## config.mk

```make
export PLATFORM = sky130hd
export DESIGN_NAME = ssa_front
export DESIGN_NICKNAME = d
export VERILOG_FILES = /design/src/ssa_pkg.sv /design/src/ssa_front.sv
export SDC_FILE = /design/constraint.sdc
export NUM_CORES = 1
export LEC_CHECK = 0
export BUFFER_PORTS_ARGS = -buffer_cell sky130_fd_sc_hd__buf_4
export CAP_MARGIN = 40
export CORE_MARGIN = 2
export CORE_UTILIZATION = 40
export DETAILED_ROUTE_END_ITERATION = 8
export HOLD_SLACK_MARGIN = 0.02
export PLACE_DENSITY_LB_ADDON = 0.12
export SLEW_MARGIN = 5
export SYNTH_ARGS = -nofsm -noshare
export SYNTH_HDL_FRONTEND = slang
export SYNTH_SLANG_ARGS = --single-unit
```

## constraint.sdc

```tcl
create_clock -name i_clk -period 3.9 [get_ports i_clk]
set_clock_uncertainty 0.2 [all_clocks]
set_input_delay 0.78 -clock i_clk [delete_from_list [all_inputs] [get_ports i_clk]]
set_output_delay 0.78 -clock i_clk [all_outputs]
set_load 0.005 [all_outputs]
```

## src/ssa_pkg.sv

```systemverilog
`timescale 1ns / 1ps
// ----------------------------------------------------------------------------
// ssa_pkg
// Shared types and codes for the sequence statistics accumulator.
// ----------------------------------------------------------------------------
package ssa_pkg;

    localparam logic [1:0] OP_SYMBOL = 2'd0;
    localparam logic [1:0] OP_END    = 2'd1;
    localparam logic [1:0] OP_READ   = 2'd2;
    localparam logic [1:0] OP_NOP    = 2'd3;

    localparam logic [2:0] TBL_BASE   = 3'd0;
    localparam logic [2:0] TBL_QUAL   = 3'd1;
    localparam logic [2:0] TBL_BCOUNT = 3'd2;
    localparam logic [2:0] TBL_BSUM   = 3'd3;
    localparam logic [2:0] TBL_SCALAR = 3'd4;

    localparam logic [11:0] SC_COUNT = 12'd0;
    localparam logic [11:0] SC_TOTAL = 12'd1;
    localparam logic [11:0] SC_MIN   = 12'd2;
    localparam logic [11:0] SC_MAX   = 12'd3;

    localparam logic [1:0] CFG_COUNT_BASES     = 2'd0;
    localparam logic [1:0] CFG_COUNT_QUALITIES = 2'd1;
    localparam logic [1:0] CFG_BIN_LENGTHS     = 2'd2;

    typedef struct packed {
        logic [1:0]  op;
        logic [7:0]  base;
        logic [7:0]  qual;
        logic        has_q;
        logic [2:0]  table_sel;
        logic [11:0] index;
    } t_item;

endpackage

```

## src/ssa_front.sv

```systemverilog
`timescale 1ns / 1ps
// ----------------------------------------------------------------------------
// ssa_front
// Input stage and two-entry queue towards the execution engine.
// ----------------------------------------------------------------------------
module ssa_front
    import ssa_pkg::*;
(
    input  logic  i_clk,
    input  logic  i_rst_n,
    input  logic  i_push,
    output logic  o_full,
    input  t_item i_item,
    output logic  o_valid,
    output t_item o_item,
    input  logic  i_take
);
    t_item       r_q [2];
    logic [1:0]  r_cnt;
    logic        r_rd;
    logic        w_push;
    logic        w_pop;

    assign o_full  = (r_cnt == 2'd2);
    assign w_push  = i_push && !o_full && (i_item.op != OP_NOP);
    assign o_valid = (r_cnt != 2'd0);
    assign o_item  = r_q[r_rd];
    assign w_pop   = o_valid && i_take;

    always_ff @(posedge i_clk) begin
        if (!i_rst_n) begin
            r_cnt <= 2'd0;
            r_rd  <= 1'b0;
        end else begin
            r_cnt <= r_cnt + {1'b0, w_push} - {1'b0, w_pop};
            if (w_pop) begin
                r_rd <= ~r_rd;
            end
        end
        if (w_push) begin
            r_q[r_rd ^ r_cnt[0]] <= i_item;
        end
    end
endmodule

```

---- After elaboration in Yosys (flattened, before gate mapping) ----
Memory sizes are Yosys's and may differ from the RTL's. A register that Yosys moved wholly into a read port is not among the register bits.
Index checks and enable logic that the tools add are counted.
word-level totals
  flip-flop bits (word level) ............. 3
  bits in writable memories ............... 68
  word-level logic and storage cells ...... 18
  memories ................................ 1
memory list
  name  depth  bits a word  read ports  clocked after Yosys merged registers in  write ports  line             text
  r_q   2      34           1           1                                        1            ssa_front.sv:18  t_item r_q [2];
cells by class
  $add $sub $neg .......................... 2
  eq/ne operators ......................... 2
  multiplexer cells ....................... 4
  bitwise logic cells ..................... 2
  reductions and logical operators ........ 5
operator list
  operator                                     number
  1-bit two-way mux                            4
  1-bit logical AND                            3
  2-bit by 1-bit adder with 2-bit output       1
  2-bit equality test, second input constant   1
  2-bit != test, second input constant         1
  2-bit nonzero test                           1
  2-bit by 1-bit subtractor with 2-bit output  1
  1-bit zero test                              1
  1-bit NOT                                    1
  1-bit XOR                                    1

---- Depth between registers and ports, before layout ----
Gate-level depths: netlist of run 1.
  depth after elaboration ................. 6
  depth in mapped cells ................... 7

---- Least setup slack after synthesis of run 1 ----
Ideal clock, no wire load.
  path type ............................... input to register
  from .................................... input i_push
  to ...................................... memory r_q[0][0] (netlist bit) (enable)
  setup time .............................. 0.437 ns
  arrival ................................. 2.685 ns
  slack ................................... 0.578 ns
  stages on the path ...................... 2
  buffers on the path ..................... 0
  cell sequence ........................... a21bo_2 a21oi_1
on the way
  cells in the longest elaborated chain, start to end .. 4
RTL lines
  what                                     line             text
  start: declaration                       ssa_front.sv:11  input logic i_push,
  1-bit logical AND (2 in series)          ssa_front.sv:25  assign w_push = i_push && !o_full && (i_item.op != OP_NOP);
  1-bit two-way mux                        ssa_front.sv:40  if (w_push) begin
  1-bit two-way mux (not written as such)  ssa_front.sv:41  r_q[r_rd ^ r_cnt[0]] <= i_item;
  end: declaration                         ssa_front.sv:18
No other way between the ends.

==> results of run 1 <==
metrics by stage:
| step | utilization [%] | instances | power (mW) | instance area (sq um) |
|---|---|---|---|---|
| floorplan | - | 131 | 1.45 | 2720 |
| global placement | 50.4 | 283 | 1.73 | 3370 |
| detailed placement | 50.4 | 283 | 1.75 | 3370 |
| CTS | 53.6 | 299 | 2.36 | 3580 |
| global route | 53.6 | 299 | 2.46 | 3580 |
| finish | 53.6 | 299 | 2.32 | 3580 |
registers in the layout, indices dropped and copies added (netlist names), named ones only:
| register | count |
|---|---|
| r_cnt | 2 |
| r_q | 68 |
| r_rd | 1 |
cell type report:
class / count / area, sq um
inverters: 1 / 3.75
clock buffers: 9 / 124
well taps: 80 / 100
flip-flops and latches: 72 / 2120
fillers: 566 / 3100
clock inverters: 7 / 86.3
multi-input cells: 54 / 572
repair buffers: 76 / 571
critical path, stage by stage, from the launching register on:
cell	delay, ns
dfxtp_1	0.69
buf_4	0.40
mux2_2	0.38
buf_4	0.14
power by group through the flow:
| stage | combinational (mW) | clock [mW] | sequential, mW |
|---|---|---|---|
| after floorplan | 0.360 | 0 | 1.09 |
| after global placement | 0.632 | 0 | 1.10 |
| after detailed placement | 0.645 | 0 | 1.11 |
| after CTS | 0.647 | 0.624 | 1.09 |
| after global routing | 0.686 | 0.663 | 1.11 |
| final | 0.629 | 0.606 | 1.09 |
synthesized netlist by cell type, drive strengths merged (2+ instances only):
master  number
dfxtp        4
nor2b        2
nand2        2
a21oi        2
or2          2
ha           2
buf          4
edfxtp      68
mux2i        2
mux2        34
nand2b       2
worst paths after layout:
kind         startpoint         end  slack, ns  depth (start not counted)
max           flip-flop   o_item[8]       0.98                          3
min                r_rd   flip-flop       0.35                          2
max reg2reg    r_cnt[0]  r_q[1][12]       1.96                          3
min reg2reg        r_rd   flip-flop       0.35                          2
cell families (layout without fill, tap and decap cells):
logic type	after synthesis	after routing
multiplexers	36	36
AO/OA/AOI/OAI	4	4
flip-flops	72	72
XOR/XNOR	1	1
AND/OR/NAND/NOR	11	11
adder cells (fa/ha/maj)	2	2
buffers and inverters	5	93
metal layers:
layer | up-vias | GRT usage, % | share of wire (%)
li1 | 674 | - | -
met1 | 693 | 14.6 | 41
met2 | 39 | 21.2 | 53
met3 | 2 | 5.14 | 5.3
met4 | 0 | 5.54 | 0.73
met5 | - | 0 | 0
==> flow_metrics.tcl, run 1 <==
set metrics [dict create \
    swShare_pct 25.0 \
    yosysTopAreaCell "edfxtp_1" \
    dr_total_vias 1408 \
    dieArea_sq_um 7480 \
    root_buffer "clkbuf_8" \
    drive_gt1_share_pct 59.4 \
    maxSlewViolCount 0 \
    p_int_mw 1.74 \
    hold-worst-slack_ns 0.353 \
    status "completed" \
    p_per_area_nw_per_um2 650 \
    rsz0062_at_grt "no" \
    cts_tree "built" \
    synth_xor_xnor_area_share_pct 0.828 \
    nets 254 \
    netlist.area_leader.share_pct 75.1 \
    overflow 0 \
    die_h_um 86.5 \
    clk_latency_ns 0.33 \
    htree_levels 3 \
    cts_resized 0 \
    start_util_pct 40.7 \
    portBuffers 73 \
    syn_avg_cell_area_sq_um 20.8 \
    ys_warn_count 0 \
    cts_buffers 9 \
    setup_ws_ns 0.979 \
    maxCapViolCount 0 \
    place.gp.congestion 0.705 \
    coreArea_sq_um 6680 \
    ios 74 \
    cts_setup_buffers 0 \
    syn_nets 171 \
    power_frac_comb_pct 27.0 \
    wl_per_cell_um 15.0 \
    clock_sinks 72 \
    layout_commonest_cell "buf_4" \
    clkTransAtPathRegs_ns 0.07 \
    p_switching_mw 0.582 \
    synthAdderAreaFrac_pct 0.920 \
    yosys.area_share.simple_pct 2.62 \
    dp_slack_ns 1.25 \
    synth_cell_types 18 \
    routed_wl_mm 4.49 \
    cp.required_ns 2.92 \
    cp_max_fo 21 \
    antenna_found_initial 0 \
    grt_max_degree 35 \
    num_rows 30 \
    critPathArrivalTime_ns 1.94 \
    routed_via_density 4.71 \
    hold_violations 0 \
    clockBufferDepth 2 \
    fmax_mhz 342 \
    n_antenna_cell 0 \
    dr.pass1.iters 3 \
    yosys_register_bits 72 \
    finalSetupTns_ns 0 \
    layout_common_cells "buf_4, edfxtp_1, mux2_2, clkbuf_8, dfxtp_1" \
    max_slew_margin_pct 61.4 \
    finalCritPeriodShare_pct 74.9 \
    synth_flop_cell "edfxtp_1" \
    syn_area_sq_um 2720 \
    area_growth_pct 31.6 \
    pwr-share-seq_pct 46.9 \
    critPathLaunchType "flip-flop" \
    hold_buffers 0 \
    synth-compound-area-share_pct 1.01 \
    async_flop_share_pct 0 \
    grt_pass1_vias 1488 \
    ir_drop_mv 0.375 \
    synthCells 131 \
    fin_crit_ns 2.92 \
    synth_edf_count 68 \
    clkPwrFrac_pct 26.1 \
    grt_pass1_wl_mm 7.00 \
    drc 0 \
    yosysSeqAreaShare_pct 78.0 \
    drtAntennaViolNets 0 \
    crit_type "flip-flop to primary output" \
    drt_iter0_drc 44 \
    cp-end-kind "primary output" \
    setup_violations 0 \
    die_w_um 86.5 \
    synth_top_family_by_area "multiplexers" \
    min_path_type "flip-flop to flip-flop" \
    tightest_slew_ns 0.578 \
    synth_mux_area_share_pct 14.8 \
    synth_area_leaders "edfxtp_1, mux2_2, dfxtp_1" \
    track_usage_pct 12.8 \
    dp_hpwl_mm 2.99 \
    p_leak_nw 1.33 \
]
Note: power is estimated with default switching activity, not from simulation.
==> run 2, diff against run 1 <==
==> constraint.sdc (replaced) <==
create_clock -name i_clk -period 2.5 [get_ports i_clk]
set_clock_uncertainty 0.2 [all_clocks]
set_input_delay 0.5 -clock i_clk [delete_from_list [all_inputs] [get_ports i_clk]]
set_output_delay 0.5 -clock i_clk [all_outputs]
set_load 0.005 [all_outputs]
==> flow_metrics.tcl, run 2 (synthesis gave the netlist of run 1 again) <==
set metrics [dict create \
    place.gp.congestion 0.724 \
    hold-worst-slack_ns 0.151 \
    die_w_um 86.5 \
    cts_setup_buffers 0 \
    power_mw 3.55 \
    root_buffer "clkbuf_8" \
    finalCritPeriodShare_pct 86.3 \
    cp.required_ns 1.80 \
    hold_buffers 0 \
    maxSlewViolCount 0 \
    num_rows 30 \
    n_antenna_cell 0 \
    nets 255 \
    cp-end-kind "primary output" \
    routed_via_density 4.77 \
    clkPwrFrac_pct 23.2 \
    track_usage_pct 13.5 \
    cp_max_fo 19 \
    ir_drop_mv 0.472 \
    p_per_area_nw_per_um2 992 \
    dr_total_vias 1432 \
    portBuffers 73 \
    dr.pass1.iters 4 \
    drt_iter0_drc 54 \
    clock_sinks 72 \
    cts_resized 0 \
    drc 0 \
    clkTransAtPathRegs_ns 0.07 \
    drtAntennaViolNets 0 \
    max_slew_margin_pct 68.0 \
    grt_pass1_wl_mm 7.22 \
    p_int_mw 2.65 \
    layout_commonest_cell "buf_4" \
    drive_gt1_share_pct 59.1 \
    swShare_pct 25.4 \
    coreArea_sq_um 6680 \
    start_util_pct 40.7 \
    final_core_util_pct 53.6 \
    grt_pass1_vias 1509 \
    dp_slack_ns 0.241 \
    wl_per_cell_um 15.8 \
    grt_max_degree 24 \
    cts_buffers 9 \
    status "completed" \
    setup_ws_ns 0.342 \
    clockBufferDepth 2 \
    antenna_found_initial 0 \
    ios 74 \
    pwr-share-seq_pct 47.2 \
    fmax_mhz 463 \
    dp_hpwl_mm 3.31 \
    tightest_slew_ns 0.479 \
    die_h_um 86.5 \
    critPathArrivalTime_ns 1.46 \
    min_path_type "input pin to flip-flop" \
    hold_violations 0 \
    largest_reg_flops 68 \
    crit_type "flip-flop to primary output" \
    clk_latency_ns 0.33 \
    layout_common_cells "buf_4, edfxtp_1, mux2_2, clkbuf_8, dfxtp_1" \
    area_growth_pct 31.6 \
    critPathLaunchType "flip-flop" \
    overflow 0 \
    dieArea_sq_um 7480 \
    maxCapViolCount 0 \
    power_frac_comb_pct 29.6 \
    p_leak_nw 1.34 \
    setup_violations 0 \
    routed_wl_mm 4.75 \
    htree_levels 3 \
    p_switching_mw 0.902 \
    fin_crit_ns 2.16 \
    cts_tree "built" \
    rsz0062_at_grt "no" \
]
==> run 2: cell types whose count changed in the layout (fill, tap and decap cells not counted) <==
cell        previous run  this run
buf_12                 0         2
buf_4                 76        75
bufinv_16              2         1
clkbuf_1               0         2
clkinv_1               3         2
clkinv_2               0         2
clkinvlp_4             2         0
==> run 2: routing by layer <==
metal	GRT usage [%]	up-vias	routed length [um]
li1	-	677	-
met1	15.1	702	1850
met2	22.9	47	2570
met3	4.86	6	261
met4	6.39	0	65
met5	0	-	0
==> run 2: worst max-delay path, stage by stage, from the launching register on <==
cell	delay, ns
dfxtp_1	0.33
buf_4	0.27
mux2_2	0.39
buf_4	0.14
==> run 2: per-stage QoR <==
step	instance area, sq um	instances	TNS, ns
after floorplan	2720	131	-36.83
after global placement	3400	284	0
after detailed placement	3400	284	0
after CTS	3580	300	0
after global routing	3580	300	0
final	3580	300	0
==> run 2: layout make-up <==
class	count	area (sq um)
Tap cell	80	100
Clock buffer	11	131
Sequential cell	72	2120
Fill cell	572	3100
Inverter	1	3.75
Clock inverter	5	47.5
Multi-Input combinational cell	54	572
Timing Repair Buffer	77	603
==> run 2: power by group through the flow <==
stage,Combinational [mW],Sequential (mW),Clock (mW)
2_1_floorplan,0.561,1.70,0
3_3_place_gp,1.04,1.68,0
3_5_place_dp,1.07,1.71,0
4_1_cts,1.08,1.68,0.855
5_1_grt,1.14,1.70,0.905
6_report,1.05,1.68,0.822
==> run 2: final timing paths <==
| kind | startpoint | endpoint | slack [ns] | cells after the start |
|---|---|---|---|---|
| worst max-delay path | flip-flop | o_item[18] | 0.34 | 3 |
| worst min-delay path | i_item[0] | r_q[1][0] | 0.15 | 1 |
| worst min register to register | r_rd | flip-flop | 0.35 | 2 |
| worst max register to register | r_rd | r_q[1][12] | 0.49 | 3 |
